### src/ecs_pkg.sv
// ============================================================================
// ecs_pkg: shared types and constants of the encoder edge counter
// Widths, fixed-point scale factors, operation codes and state encodings.
// ============================================================================
`default_nettype none

package ecs_pkg;

    // Counter and output widths
    localparam int COUNT_W   = 32;
    localparam int OUT_W     = 32;
    localparam int FRAC_BITS = 16;
    localparam int PPR_W     = 16;
    localparam int DT_W      = 32;
    localparam int OP_W      = 2;

    // Configuration port
    localparam int PADDR_W = 2;
    localparam int PDATA_W = 32;
    localparam logic [PADDR_W-1:0] CFG_ADDR_PPR = PADDR_W'(0);
    localparam logic [PPR_W-1:0]   PPR_RESET    = PPR_W'(1024);

    // Ratio datapath: value = round(qmag * factor / (den * 2^SHIFT))
    localparam int QMAG_W = COUNT_W - 1;           // half of a count magnitude
    localparam int FACT_W = 55;                    // 2*pi*2^32*1e6 fits here
    localparam int PROD_W = FACT_W + QMAG_W;       // qmag * factor
    localparam int DEN_W  = PPR_W + DT_W;          // ppr * delta time
    localparam int SHIFT  = 32 - FRAC_BITS;
    localparam int Y_W    = OUT_W + 32 - FRAC_BITS; // quotient bits kept below overflow
    localparam int QUO_W  = Y_W - SHIFT + 1;       // quotient bits down to the round bit
    localparam int MUL_STEPS = QMAG_W;
    localparam int DIV_STEPS = QUO_W;
    localparam int STEP_W    = $clog2(DIV_STEPS + 1);

    localparam logic [FACT_W-1:0] TWO_PI_Q32   = FACT_W'(64'd26986075409);
    localparam logic [FACT_W-1:0] SPEED_FACTOR = FACT_W'(64'd26986075409000000);

    localparam logic [QUO_W-1:0] LIM_POS = QUO_W'((64'd1 << (OUT_W - 1)) - 64'd1);
    localparam logic [QUO_W-1:0] LIM_NEG = QUO_W'(64'd1 << (OUT_W - 1));

    typedef enum logic [OP_W-1:0] {
        OP_EDGE         = 2'd0,
        OP_CLR_INTERVAL = 2'd1,
        OP_CLR_TOTAL    = 2'd2,
        OP_READ         = 2'd3
    } op_t;

    typedef enum logic [1:0] {
        CTL_IDLE,
        CTL_START,
        CTL_RUN,
        CTL_WAIT
    } ctl_state_t;

    typedef enum logic [2:0] {
        RAT_IDLE,
        RAT_MUL,
        RAT_CHK,
        RAT_DIV,
        RAT_FIN
    } rat_state_t;

    typedef struct packed {
        logic             sat;
        logic [OUT_W-1:0] value;
    } ratio_res_t;

endpackage

`default_nettype wire

### src/ecs_count.sv
// ============================================================================
// ecs_count: direction latch and edge counters
// Applies one operation per transfer to the interval and total counters.
// ============================================================================
`default_nettype none

module ecs_count
    import ecs_pkg::*;
(
    input  wire logic                      clk,
    input  wire logic                      rst_n,
    input  wire logic                      fire,
    input  wire logic [OP_W-1:0]           operation,
    input  wire logic                      a_level,
    input  wire logic                      b_level,
    output logic signed [COUNT_W-1:0]      interval,
    output logic signed [COUNT_W-1:0]      total
);

    logic               last_a_reg, last_a_next;
    logic               forward_reg, forward_next;
    logic [COUNT_W-1:0] interval_reg, interval_next;
    logic [COUNT_W-1:0] total_reg, total_next;
    logic [COUNT_W-1:0] step;

    always_comb
    begin
        last_a_next   = last_a_reg;
        forward_next  = forward_reg;
        interval_next = interval_reg;
        total_next    = total_reg;
        step          = '0;
        if (fire)
        begin
            unique case (op_t'(operation))
                OP_EDGE:
                begin
                    // latch direction from B on a rising A edge
                    if (!last_a_reg && a_level)
                        forward_next = b_level;
                    last_a_next   = a_level;
                    step          = forward_next ? COUNT_W'(1) : '1;
                    interval_next = interval_reg + step;
                    total_next    = total_reg + step;
                end
                OP_CLR_INTERVAL: interval_next = '0;
                OP_CLR_TOTAL:    total_next    = '0;
                OP_READ:         ;
                default:         ;
            endcase
        end
    end

    always_ff @(posedge clk or negedge rst_n)
    begin
        if (!rst_n)
        begin
            last_a_reg   <= 1'b0;
            forward_reg  <= 1'b1;
            interval_reg <= '0;
            total_reg    <= '0;
        end
        else
        begin
            last_a_reg   <= last_a_next;
            forward_reg  <= forward_next;
            interval_reg <= interval_next;
            total_reg    <= total_next;
        end
    end

    assign interval = interval_reg;
    assign total    = total_reg;

endmodule

`default_nettype wire

### src/ecs_ratio.sv
// ============================================================================
// ecs_ratio: bit-serial scaled ratio unit
// Shift-add multiplies qmag by a factor and ppr by a time step, then runs a
// restoring divide one quotient bit per cycle, rounds and saturates.
// ============================================================================
`default_nettype none

module ecs_ratio
    import ecs_pkg::*;
(
    input  wire logic              clk,
    input  wire logic              rst_n,
    input  wire logic              start,
    input  wire logic [QMAG_W-1:0] qmag,
    input  wire logic              neg,
    input  wire logic [FACT_W-1:0] factor,
    input  wire logic [PPR_W-1:0]  den_a,
    input  wire logic [DT_W-1:0]   den_b,
    output logic                   done,
    output ratio_res_t             res
);

    rat_state_t         state_reg, state_next;
    logic [STEP_W-1:0]  cnt_reg, cnt_next;
    logic [PROD_W-1:0]  prod_reg, prod_next;
    logic [DEN_W-1:0]   den_reg, den_next;
    logic [DT_W-1:0]    b_reg, b_next;
    logic [DEN_W-1:0]   rem_reg, rem_next;
    logic [QUO_W-1:0]   quo_reg, quo_next;
    logic               neg_reg, neg_next;
    logic               zero_reg, zero_next;
    logic               ovf_reg, ovf_next;
    logic               done_reg, done_next;
    ratio_res_t         res_reg, res_next;

    logic [FACT_W:0]    psum;
    logic [DT_W:0]      dsum;
    logic [DEN_W:0]     tdiv;
    logic [DEN_W:0]     tsub;
    logic               ge;
    logic [QUO_W:0]     rinc;
    logic [QUO_W-1:0]   rounded;
    logic [QUO_W-1:0]   limit;
    logic               sat;
    logic [OUT_W-1:0]   mag;

    // Arithmetic of the current step
    always_comb
    begin
        psum    = {1'b0, prod_reg[PROD_W-1:QMAG_W]}
                + (prod_reg[0] ? {1'b0, factor} : '0);
        dsum    = {1'b0, den_reg[DEN_W-1:PPR_W]} + (den_reg[0] ? {1'b0, b_reg} : '0);
        tdiv    = {rem_reg, prod_reg[Y_W-1]};
        tsub    = tdiv - {1'b0, den_reg};
        ge      = tdiv >= {1'b0, den_reg};
        rinc    = {1'b0, quo_reg} + (QUO_W+1)'(1);
        rounded = rinc[QUO_W:1];
        limit   = neg_reg ? LIM_NEG : LIM_POS;
        sat     = !zero_reg && (ovf_reg || rounded > limit);
        if (zero_reg)
            mag = '0;
        else if (sat)
            mag = limit[OUT_W-1:0];
        else
            mag = rounded[OUT_W-1:0];
    end

    // Next state
    always_comb
    begin
        state_next = state_reg;
        unique case (state_reg)
            RAT_IDLE: if (start) state_next = RAT_MUL;
            RAT_MUL:  if (cnt_reg == STEP_W'(MUL_STEPS - 1)) state_next = RAT_CHK;
            RAT_CHK:  state_next = RAT_DIV;
            RAT_DIV:  if (cnt_reg == STEP_W'(DIV_STEPS - 1)) state_next = RAT_FIN;
            RAT_FIN:  state_next = RAT_IDLE;
            default:  state_next = RAT_IDLE;
        endcase
    end

    // Datapath
    always_comb
    begin
        cnt_next  = cnt_reg;
        prod_next = prod_reg;
        den_next  = den_reg;
        b_next    = b_reg;
        rem_next  = rem_reg;
        quo_next  = quo_reg;
        neg_next  = neg_reg;
        zero_next = zero_reg;
        ovf_next  = ovf_reg;
        res_next  = res_reg;
        done_next = 1'b0;
        unique case (state_reg)
            RAT_IDLE:
            begin
                if (start)
                begin
                    prod_next = {{FACT_W{1'b0}}, qmag};
                    den_next  = {{DT_W{1'b0}}, den_a};
                    b_next    = den_b;
                    neg_next  = neg;
                    zero_next = (qmag == '0);
                    cnt_next  = '0;
                end
            end
            RAT_MUL:
            begin
                // product shifts right, one multiplier bit per cycle
                prod_next = {psum, prod_reg[QMAG_W-1:1]};
                if (cnt_reg < STEP_W'(PPR_W))
                    den_next = {dsum, den_reg[PPR_W-1:1]};
                cnt_next = cnt_reg + STEP_W'(1);
            end
            RAT_CHK:
            begin
                // quotient would not fit below 2^Y_W
                ovf_next = {{(DEN_W-(PROD_W-Y_W)){1'b0}}, prod_reg[PROD_W-1:Y_W]} >= den_reg;
                rem_next = {{(DEN_W-(PROD_W-Y_W)){1'b0}}, prod_reg[PROD_W-1:Y_W]};
                cnt_next = '0;
            end
            RAT_DIV:
            begin
                rem_next  = ge ? tsub[DEN_W-1:0] : tdiv[DEN_W-1:0];
                quo_next  = {quo_reg[QUO_W-2:0], ge};
                prod_next = {prod_reg[PROD_W-2:0], 1'b0};
                cnt_next  = cnt_reg + STEP_W'(1);
            end
            RAT_FIN:
            begin
                res_next.sat   = sat;
                res_next.value = neg_reg ? (OUT_W'(0) - mag) : mag;
                done_next      = 1'b1;
            end
            default: ;
        endcase
    end

    always_ff @(posedge clk or negedge rst_n)
    begin
        if (!rst_n)
        begin
            state_reg <= RAT_IDLE;
            cnt_reg   <= '0;
            done_reg  <= 1'b0;
        end
        else
        begin
            state_reg <= state_next;
            cnt_reg   <= cnt_next;
            done_reg  <= done_next;
        end
    end

    always_ff @(posedge clk)
    begin
        prod_reg <= prod_next;
        den_reg  <= den_next;
        b_reg    <= b_next;
        rem_reg  <= rem_next;
        quo_reg  <= quo_next;
        neg_reg  <= neg_next;
        zero_reg <= zero_next;
        ovf_reg  <= ovf_next;
        res_reg  <= res_next;
    end

    assign done = done_reg;
    assign res  = res_reg;

endmodule

`default_nettype wire

### src/encoder_edge_counter_speed.sv
// ============================================================================
// encoder_edge_counter_speed: quadrature edge counter with angle and speed
// Counts encoder edges and reports counts, angle and speed in Q16.16.
// ============================================================================
// Usage:
//   Input channel (in_valid / in_stall) carries one operation per transfer:
//   edge event, clear interval count, clear total count or read. Every input
//   transfer produces exactly one result on the output channel (out_valid /
//   out_stall): both counts after the operation, angle of the total count,
//   speed of the interval count over delta_time_us, and a saturation flag.
//   A new item is taken only once the previous result is loaded. The run
//   time is set by the bit-serial ratio units: 31 shift-add multiply steps
//   and 33 restoring divide steps, angle and speed run side by side.
//   A finished result sits in the output register; the next item is accepted
//   while it waits. If the receiver holds out_stall when a new result is
//   ready, the block holds that result internally and keeps in_stall high.
//   The user must write pulses_per_rev over the APB port only while idle
//   (reset 1024); the block itself does not enforce this. Reset clears both
//   counters, sets direction forward and empties the output.
// ============================================================================
`default_nettype none

module encoder_edge_counter_speed
    import ecs_pkg::*;
(
    input  wire logic                      clk,
    input  wire logic                      rst_n,
    // configuration
    input  wire logic                      psel,
    input  wire logic                      penable,
    input  wire logic                      pwrite,
    input  wire logic [PADDR_W-1:0]        paddr,
    input  wire logic [PDATA_W-1:0]        pwdata,
    output logic [PDATA_W-1:0]             prdata,
    output logic                           pready,
    // input channel
    input  wire logic                      in_valid,
    output logic                           in_stall,
    input  wire logic [OP_W-1:0]           operation,
    input  wire logic                      a_level,
    input  wire logic                      b_level,
    input  wire logic [DT_W-1:0]           delta_time_us,
    // output channel
    output logic                           out_valid,
    input  wire logic                      out_stall,
    output logic signed [OUT_W-1:0]        interval_count,
    output logic signed [OUT_W-1:0]        total_count,
    output logic signed [OUT_W-1:0]        angle_position,
    output logic signed [OUT_W-1:0]        angle_speed,
    output logic                           saturated
);

    ctl_state_t                 state_reg, state_next;
    logic [PPR_W-1:0]           ppr_reg;
    logic [DT_W-1:0]            dt_reg;
    logic                       out_valid_reg, out_valid_next;
    logic signed [OUT_W-1:0]    interval_out_reg, total_out_reg;
    logic signed [OUT_W-1:0]    angle_out_reg, speed_out_reg;
    logic                       sat_out_reg;

    logic                       in_fire;
    logic                       cfg_write;
    logic                       out_free;
    logic                       start_ratio;
    logic                       out_load;
    logic [PPR_W-1:0]           ppr_eff;

    logic signed [COUNT_W-1:0]  interval;
    logic signed [COUNT_W-1:0]  total;
    logic [COUNT_W-1:0]         interval_mag, total_mag;

    logic                       angle_done, speed_done;
    ratio_res_t                 angle_res, speed_res;

    assign in_fire   = in_valid && !in_stall;
    assign cfg_write = psel && penable && pwrite && pready;
    assign out_free  = !out_valid_reg || !out_stall;
    assign ppr_eff   = (ppr_reg == '0) ? PPR_W'(1) : ppr_reg;

    // configuration register
    assign pready = 1'b1;
    assign prdata = (paddr == CFG_ADDR_PPR) ? PDATA_W'(ppr_reg) : '0;

    always_ff @(posedge clk or negedge rst_n)
    begin
        if (!rst_n)
            ppr_reg <= PPR_RESET;
        else if (cfg_write && paddr == CFG_ADDR_PPR)
            ppr_reg <= pwdata[PPR_W-1:0];
    end

    ecs_count u_count (
        .clk       (clk),
        .rst_n     (rst_n),
        .fire      (in_fire),
        .operation (operation),
        .a_level   (a_level),
        .b_level   (b_level),
        .interval  (interval),
        .total     (total)
    );

    assign interval_mag = interval[COUNT_W-1] ? (COUNT_W'(0) - interval) : interval;
    assign total_mag    = total[COUNT_W-1]    ? (COUNT_W'(0) - total)    : total;

    ecs_ratio u_angle (
        .clk    (clk),
        .rst_n  (rst_n),
        .start  (start_ratio),
        .qmag   (total_mag[COUNT_W-1:1]),
        .neg    (total[COUNT_W-1]),
        .factor (TWO_PI_Q32),
        .den_a  (ppr_eff),
        .den_b  (DT_W'(1)),
        .done   (angle_done),
        .res    (angle_res)
    );

    ecs_ratio u_speed (
        .clk    (clk),
        .rst_n  (rst_n),
        .start  (start_ratio),
        .qmag   (interval_mag[COUNT_W-1:1]),
        .neg    (interval[COUNT_W-1]),
        .factor (SPEED_FACTOR),
        .den_a  (ppr_eff),
        .den_b  (dt_reg),
        .done   (speed_done),
        .res    (speed_res)
    );

    // Control: next state
    always_comb
    begin
        state_next = state_reg;
        unique case (state_reg)
            CTL_IDLE:  if (in_fire) state_next = CTL_START;
            CTL_START: state_next = CTL_RUN;
            CTL_RUN:
            begin
                if (angle_done)
                    state_next = out_free ? CTL_IDLE : CTL_WAIT;
            end
            CTL_WAIT:  if (out_free) state_next = CTL_IDLE;
            default:   state_next = CTL_IDLE;
        endcase
    end

    // Control: outputs
    always_comb
    begin
        in_stall    = (state_reg != CTL_IDLE);
        start_ratio = (state_reg == CTL_START);
        out_load    = ((state_reg == CTL_RUN) && angle_done && out_free)
                   || ((state_reg == CTL_WAIT) && out_free);
    end

    always_comb
    begin
        out_valid_next = out_valid_reg;
        if (out_load)
            out_valid_next = 1'b1;
        else if (out_valid_reg && !out_stall)
            out_valid_next = 1'b0;
    end

    always_ff @(posedge clk or negedge rst_n)
    begin
        if (!rst_n)
        begin
            state_reg     <= CTL_IDLE;
            out_valid_reg <= 1'b0;
        end
        else
        begin
            state_reg     <= state_next;
            out_valid_reg <= out_valid_next;
        end
    end

    always_ff @(posedge clk)
    begin
        if (in_fire)
            dt_reg <= delta_time_us;
        if (out_load)
        begin
            interval_out_reg <= interval;
            total_out_reg    <= total;
            angle_out_reg    <= angle_res.value;
            speed_out_reg    <= speed_res.value;
            sat_out_reg      <= angle_res.sat || speed_res.sat;
        end
    end

    assign out_valid      = out_valid_reg;
    assign interval_count = interval_out_reg;
    assign total_count    = total_out_reg;
    assign angle_position = angle_out_reg;
    assign angle_speed    = speed_out_reg;
    assign saturated      = sat_out_reg;

    // Both ratio units step in lockstep
    a_ratio_lockstep: assert property (@(posedge clk) disable iff (!rst_n)
        angle_done == speed_done)
        else $error("angle and speed units finished in different cycles");

    a_start_follows: assert property (@(posedge clk) disable iff (!rst_n)
        in_fire |=> start_ratio)
        else $error("ratio start did not follow an input transfer");

    a_no_overwrite: assert property (@(posedge clk) disable iff (!rst_n)
        out_load |-> !(out_valid_reg && out_stall))
        else $error("result loaded over a stalled output");

    a_done_in_run: assert property (@(posedge clk) disable iff (!rst_n)
        angle_done |-> (state_reg == CTL_RUN))
        else $error("ratio result arrived outside of a run");

endmodule

`default_nettype wire
### config.mk
export PLATFORM = sky130hd
export DESIGN_NAME = encoder_edge_counter_speed
export DESIGN_NICKNAME = d
export VERILOG_FILES = /design/src/ecs_pkg.sv /design/src/ecs_count.sv /design/src/ecs_ratio.sv /design/src/encoder_edge_counter_speed.sv
export SDC_FILE = /design/constraint.sdc
export NUM_CORES = 2
export LEC_CHECK = 0
export BUFFER_PORTS_ARGS = -buffer_cell sky130_fd_sc_hd__buf_2
export CELL_PAD_IN_SITES_DETAIL_PLACEMENT = 0
export CELL_PAD_IN_SITES_GLOBAL_PLACEMENT = 1
export CORE_ASPECT_RATIO = 0.6
export CORE_MARGIN = 3
export CORE_UTILIZATION = 45
export CTS_CLUSTER_DIAMETER = 120
export CTS_CLUSTER_SIZE = 24
export DETAILED_ROUTE_END_ITERATION = 10
export PLACE_DENSITY_LB_ADDON = 0.1
export REMOVE_ABC_BUFFERS = 1
export SYNTH_ARGS = -nofsm -noshare
export SYNTH_HDL_FRONTEND = slang
export SYNTH_SLANG_ARGS = --single-unit
export TNS_END_PERCENT = 1
### constraint.sdc
create_clock -name clk -period 7.9 [get_ports clk]
set_clock_uncertainty 0.1 [all_clocks]
set_input_delay 0 -clock clk [delete_from_list [all_inputs] [get_ports clk]]
set_output_delay 0 -clock clk [all_outputs]
set_load 0.01 [all_outputs]
Word level (Yosys, flattened, before mapping)
Cells that the tools add are included.
{"block": "totals", "reg_bits": 799, "latchBits": 0, "ram_bits": 0, "mem_bits_ro": 0, "input_bits": 77, "elab_cells": 200, "n_memories": 0}
{"block": "op_classes", "addsub": 16, "mul": 0, "div_mod_pow": 0, "order_cmp": 8, "n_eq_ne": 28, "shift": 0, "muxes": 53, "bitwise": 0, "reduce_logical": 58}
{"operator": "$pmux W86 S3", "count": 2}
{"operator": "$mux W32", "count": 12}
{"operator": "$pmux W48 S2", "count": 4}
{"operator": "$mux W48", "count": 5}
{"operator": "$mux W86", "count": 2}
{"operator": "$pmux W32 S2", "count": 2}
{"operator": "$sub A1 B32 Y32 const A", "count": 4}
{"operator": "$add A55 B56 Y56", "count": 2}
{"operator": "$ge A49 B48 Y1", "count": 2}
{"operator": "$ge A38 B48 Y1", "count": 2}
{"operator": "$sub A48 B48 Y48", "count": 2}
{"operator": "$add A33 B1 Y34 const B", "count": 2}
{"operator": "$add A32 B33 Y33", "count": 2}
{"operator": "$gt A33 B33 Y1", "count": 2}
{"operator": "$add A32 B32 Y32", "count": 2}
{"operator": "$logic_not A31 Y1", "count": 2}
{"operator": "$mux W55", "count": 1}
{"operator": "$pmux W6 S3", "count": 2}
{"operator": "$mux W35", "count": 1}
{"operator": "$mux W16", "count": 2}
{"operator": "$pmux W3 S4", "count": 2}
{"operator": "$reduce_and A2 Y1", "count": 9}
{"operator": "$logic_not A16 Y1", "count": 1}
{"operator": "$reduce_bool A2 Y1", "count": 8}
{"operator": "24 further kinds", "count": 88}

Depth between registers and ports, before layout
{"block": "depth", "word_depth": 8, "ltp_mapped": 26, "depth_no_buf": 25}

Modules after synthesis
A second synthesis with hierarchy kept.
{"block": "unflattened", "hier_cells": 6229, "area_unflattened_um2": 59056.6}
{"module": "ecs_ratio at u_angle", "instances": 1, "cells_each": 2510, "area_per_inst_um2": 23112.2, "seq_area_each_um2": 8748.4}
{"module": "ecs_ratio at u_speed", "instances": 1, "cells_each": 2457, "area_per_inst_um2": 22815.6, "seq_area_each_um2": 8748.4}
{"module": "encoder_edge_counter_speed", "instances": 1, "cells_each": 460, "area_per_inst_um2": 7294.5, "seq_area_each_um2": 5311.3}
{"module": "ecs_count", "instances": 1, "cells_each": 802, "area_per_inst_um2": 5834.3, "seq_area_each_um2": 1652.8}

Least setup slack after synthesis
Ideal clock, no wire load.
{"block": "synth_timing", "path_kind": "flip-flop to flip-flop", "from": "register state_reg[0]", "to": "register angle_out_reg[0], in the netlist angle_position[0] (enable)", "setup_ps": 660, "arrival_time_ps": 6726, "t_required_ps": 7140, "path_slack_ps": 414, "path_stages_with_launch": 3, "n_path_buf": 0, "synth_period_minus_slack_ps": 7486, "path_cell_list": "dfrtp_1 o21ai_0 a21oi_1"}
{"block": "synth_via", "elab_chain_len": 4}
{"element": "start, declared", "line_no": "encoder_edge_counter_speed.sv:53", "text": "ctl_state_t state_reg, state_next;"}
{"element": "start signal, assigned", "line_no": "encoder_edge_counter_speed.sv:176", "text": "state_reg <= state_next;"}
{"element": "$eq A2 B2 Y1", "line_no": "encoder_edge_counter_speed.sv:154", "text": "out_load = ((state_reg == CTL_RUN) && angle_done && out_free)"}
{"element": "$logic_and A1 B1 Y1 (2 in a row)", "line_no": "encoder_edge_counter_speed.sv:154"}
{"element": "$logic_or A1 B1 Y1 (*)", "line_no": "encoder_edge_counter_speed.sv:155", "text": "|| ((state_reg == CTL_WAIT) && out_free);"}
{"element": "net out_load", "line_no": "encoder_edge_counter_speed.sv:65", "text": "logic out_load;"}
{"element": "end signal, assigned", "line_no": "encoder_edge_counter_speed.sv:189", "text": "angle_out_reg <= angle_res.value;"}
{"element": "end, declared", "line_no": "encoder_edge_counter_speed.sv:58", "text": "logic signed [OUT_W-1:0] angle_out_reg, speed_out_reg;"}
Mark *: on every way through the listed nets, which the timed path passes. The rest lies on a longest branch.
A chain may end at the register's enable or synchronous reset.

Worst setup path in the final report
{"block": "layout_timing", "from": "register u_angle.quo_reg[5]", "to": "register u_angle.res_reg (netlist bit u_angle.res[22]), data pin"}
{"block": "layout_via", "elab_chain_len": 8}
{"element": "start, declared", "line_no": "ecs_ratio.sv:29", "text": "logic [QUO_W-1:0] quo_reg, quo_next;"}
{"element": "start signal, assigned", "line_no": "ecs_ratio.sv:163", "text": "quo_reg <= quo_next;"}
{"element": "$add A33 B1 Y34 (*)", "line_no": "ecs_ratio.sv:56", "text": "rinc = {1'b0, quo_reg} + (QUO_W+1)'(1);"}
{"element": "$gt A33 B33 Y1 (*)", "line_no": "ecs_ratio.sv:59", "text": "sat = !zero_reg && (ovf_reg || rounded > limit);"}
{"element": "$logic_or A1 B1 Y1 (*)", "line_no": "ecs_ratio.sv:59"}
{"element": "$logic_and A1 B1 Y1 (*)", "line_no": "ecs_ratio.sv:59"}
{"element": "net u_angle.sat", "line_no": "ecs_ratio.sv:44", "text": "logic sat;"}
{"element": "$mux W32 (*)", "line_no": "ecs_ratio.sv:62", "text": "else if (sat)"}
{"element": "$mux W32 (*)", "line_no": "ecs_ratio.sv:60", "text": "if (zero_reg)"}
{"element": "$sub A1 B32 Y32", "line_no": "ecs_ratio.sv:134", "text": "res_next.value = neg_reg ? (OUT_W'(0) - mag) : mag;"}
{"element": "$mux W32 (*)", "line_no": "ecs_ratio.sv:134"}
{"element": "end signal, assigned", "line_no": "ecs_ratio.sv:167", "text": "res_reg <= res_next;"}
{"element": "end, declared", "line_no": "ecs_ratio.sv:34", "text": "ratio_res_t res_reg, res_next;"}
Marks and branches as above.

==> impl_metrics.yaml <==
place:
  dp_hpwl_mm: 104
  io_buffer_count: 207
  gp_congestion: 0.883
  dp.cells: 6930
flow_run:
  drv_cap: 0
sta:
  rsz0062_at_grt: "false"
  clock.fmax_ghz: 0.147
  fin_crit_sh: 0.863
  hold_viol: 0
  relSlewSlack: 0.228
  min_period_ns: 6.82
  finalMaxSlewViolations: 0
  setup-violations-final: 0
  hold_ws_ns: 0.0471
  worst_pin_slew_ns: 1.15
clocking:
  cts_tree: "built"
  cts-buffers-inserted: 39
  clk_latency_ns: 0.64
  htree_levels: 2
  cts_setup_buffers: 0
  clock_sinks: 799
  clk_path_buf_depth: 3
  clock_tree.root_cell: "clkbuf_16"
  clkTransAtPathRegs_ns: 0.10
power:
  powerDensity_nw_per_um2: 126
  ir_drop_v: 0.000157
  p_total_mw: 7.19
  p_leak_nw: 23.8
floorplanning:
  initial_core_util: 0.455
  fp.coreArea_sq_um: 115000
  rows: 96
  dieArea_sq_um: 120000
  die_height_um: 270
  ioPinCount: 241
  die_w_um: 446
final_layout:
  fin_cells: 7088
  drive_gt1_frac: 0.0717
  multiInputGateArea_sq_um: 27200
  layout.nets: 6017
  synthToLayoutAreaGrowth_pct: 8.94
  fill_cells: 10600
  regArea_sq_um: 23500
  fin_util: 0.496
detailed_routing:
  wl_mm: 144
  routedWlPerCell_um: 20.3
  drtIter0Drc: 3452
  vias_per_cell: 5.71
  drc: 0
  antenna_left: 0
  dr_total_vias: 40500
  dr.pass1.iters: 6
min_path:
  hold_path.class: "in -> reg"
  hold_path_depth: 3
  hold_end: "ppr_reg[5]"
  hp-start: "pwdata[5]"
yosys:
  async_flop_share: 0.130
  synth_top_area_cell: "edfxtp_1"
  synth.avg_cell_area_sq_um: 9.74
  ys_warn_count: 0
  ys_seq_elements: 799
  synth_top_area_frac: 0.400
  synth_area_leaders: "edfxtp_1, ha_1, dfrtp_1, o21ai_0, nand2_1"
  syn_inst: 5357
  synthFlopType: "edfxtp_1"
  synth-seq-area-share: 0.450
  synth_cell_type_count: 94
  synth_area_sq_um: 52200
  synth-edff-count: 695
setup_path:
  ff2ff_setup_slack_ns: 1.08
  setup.worst_path.start_class: "register"
  crit_slowest_cell: "nor3_1"
  worst_path_dominant_cell_family: "simple AND/OR/NAND/NOR gates"
  worstPathArrival_ns: 7.08
  reg2reg_depth: 25
  critPathCaptureType: "register"
  crit_fanout: 17
  required_ns: 8.17
  reg2reg_from: "u_angle.quo_reg[5]"
  r2r-end: "u_angle.res[22]"
  crit_path_frequent_cell: "nand3_1"
  max_stage_delay_ns: 0.52
  critPathKind: "reg -> reg"
  path_buf_inv: 4
global_routing:
  grtUsageTotal: 0.233
  antenna_found_initial: 3
  grt_pass1_wl_mm: 224
  grt_pass1_vias: 37200
  grt_max_degree: 89
  grt.overflow.total: 0
outcome:
  status: "finished, final reports clean"
-- timing repair --
item / 4_1_cts / 5_1_grt
setup endpoints to repair: 0 / 0
hold buffers: 93 / 0
resized for setup: 0 / 0
hold endpoints to repair: 184 / 0
-- layout by cell type (no fill, tap or decap), types with 43 or more instances in the layout --
cell,count
a21o_1,174
nor4_1,43
a21oi_1,373
dfrtp_1,102
nor2b_1,52
xnor2_1,238
buf_4,53
dlygate4sd3_1,92
nand2_1,583
mux2i_1,84
xor2_1,167
inv_1,212
edfxtp_1,695
o21ai_0,498
nand2b_1,55
buf_2,206
a31oi_1,52
and3_1,67
ha_1,390
and2_1,67
nor2_1,403
nor3_1,86
nand4_1,72
nand3_1,156
-- Yosys cell counts (14+ instances only) --
cell	n
mux2i_1	85
or4_1	15
nor2b_1	54
buf_4	17
o41ai_1	16
nand3_1	156
nor3_1	86
clkbuf_1	189
o21bai_1	24
a32oi_1	28
ha_1	390
xor2_1	167
o21ai_0	498
nor2_1	409
a211oi_1	42
nand2b_1	55
and2_1	68
edfxtp_1	695
a22o_1	20
nand4_1	72
or3_1	36
dfrtp_1	102
nand2_1	587
nor4_1	44
a31oi_1	52
o31ai_1	40
xnor2_1	238
a21o_1	176
inv_1	213
a22oi_1	17
o22ai_1	22
o21a_1	33
a21oi_1	374
and3_1	67
o211ai_1	14
and4_1	16
or2_2	20
mux2_2	21
-- cell families after synthesis --
group	after synthesis	synth area share
flops	799	0.450
fa+ha+maj	395	0.0954
other cells	2	0.000144
mux	106	0.0208
simple gates	1722	0.156
compound gates	1488	0.177
buf+inv	439	0.0328
xor+xnor	406	0.0683
-- cell type report --
| cell class | count | share of cell area |
|---|---|---|
| timing repair buffer | 353 | 0.0420 |
| antenna | 3 | 0.000132 |
| inverter | 218 | 0.0145 |
| clock buffer | 60 | 0.0186 |
| multi-input combinational | 4134 | 0.478 |
| tap | 1519 | 0.0334 |
| sequential | 799 | 0.413 |
| clock inverter | 2 | 0.000506 |
-- worst max-delay path by stage --
| stage | from | end | slack, ns | cells after the start |
|---|---|---|---|---|
| floorplan | u_speed.den_reg[0] | u_speed.quo_reg[0] | -0.64 | 10 |
| global placement | u_angle.quo_reg[5] | u_angle.res[22] | 1.37 | 25 |
| detailed placement | u_angle.quo_reg[5] | u_angle.res[22] | 1.23 | 25 |
| CTS | u_angle.quo_reg[5] | u_angle.res[22] | 1.19 | 25 |
| global route | u_angle.quo_reg[5] | u_angle.res[22] | 0.30 | 25 |
| finish | u_angle.quo_reg[5] | u_angle.res[22] | 1.08 | 25 |
-- worst reg2reg max path, stage by stage (launching register included) --
cell and delay (ns):
edfxtp_1 0.50, and4_1 0.36, nand4_1 0.27, nor3_1 0.52, and2_1 0.32, nand2_1 0.10
xor2_1 0.31, inv_1 0.13, ha_1 0.32, nand3_1 0.15, nor4_1 0.41, nand3_1 0.19
o21ai_0 0.16, nand3_1 0.11, buf_4 0.22, nand2b_1 0.16, inv_1 0.17, o21ai_0 0.25
ha_1 0.45, clkinv_1 0.34, nor3b_1 0.27, a32oi_1 0.21, a21oi_1 0.24, nand2_1 0.08
a21oi_1 0.18, nor4_1 0.06
-- through the flow --
stage / instance area, sq um / setup TNS, ns / setup WS [ns]
6_report: 56800 / 0 / 1.08
3_5_place_dp: 54800 / 0 / 1.23
2_1_floorplan: 51300 / -16.45 / -0.637
4_1_cts: 56800 / 0 / 1.19
3_3_place_gp: 54800 / 0 / 1.37
5_1_grt: 56800 / 0 / 0.302
-- where the power goes --
part | internal [mW] | total [mW] | switching, mW
Sequential | 4.55 | 4.60 | 0.0423
Combinational | 0.109 | 0.224 | 0.114
Clock | 0.941 | 2.37 | 1.43
-- layer usage --
metal | wire (um) | global-route usage | up-vias
met5 | 17 | 0 | -
met4 | 2130 | 0.0378 | 2
met3 | 9490 | 0.0369 | 103
met2 | 54200 | 0.303 | 1076
met1 | 77900 | 0.397 | 19200
li1 | - | - | 20100
Note: power is estimated with default switching activity, not from simulation.
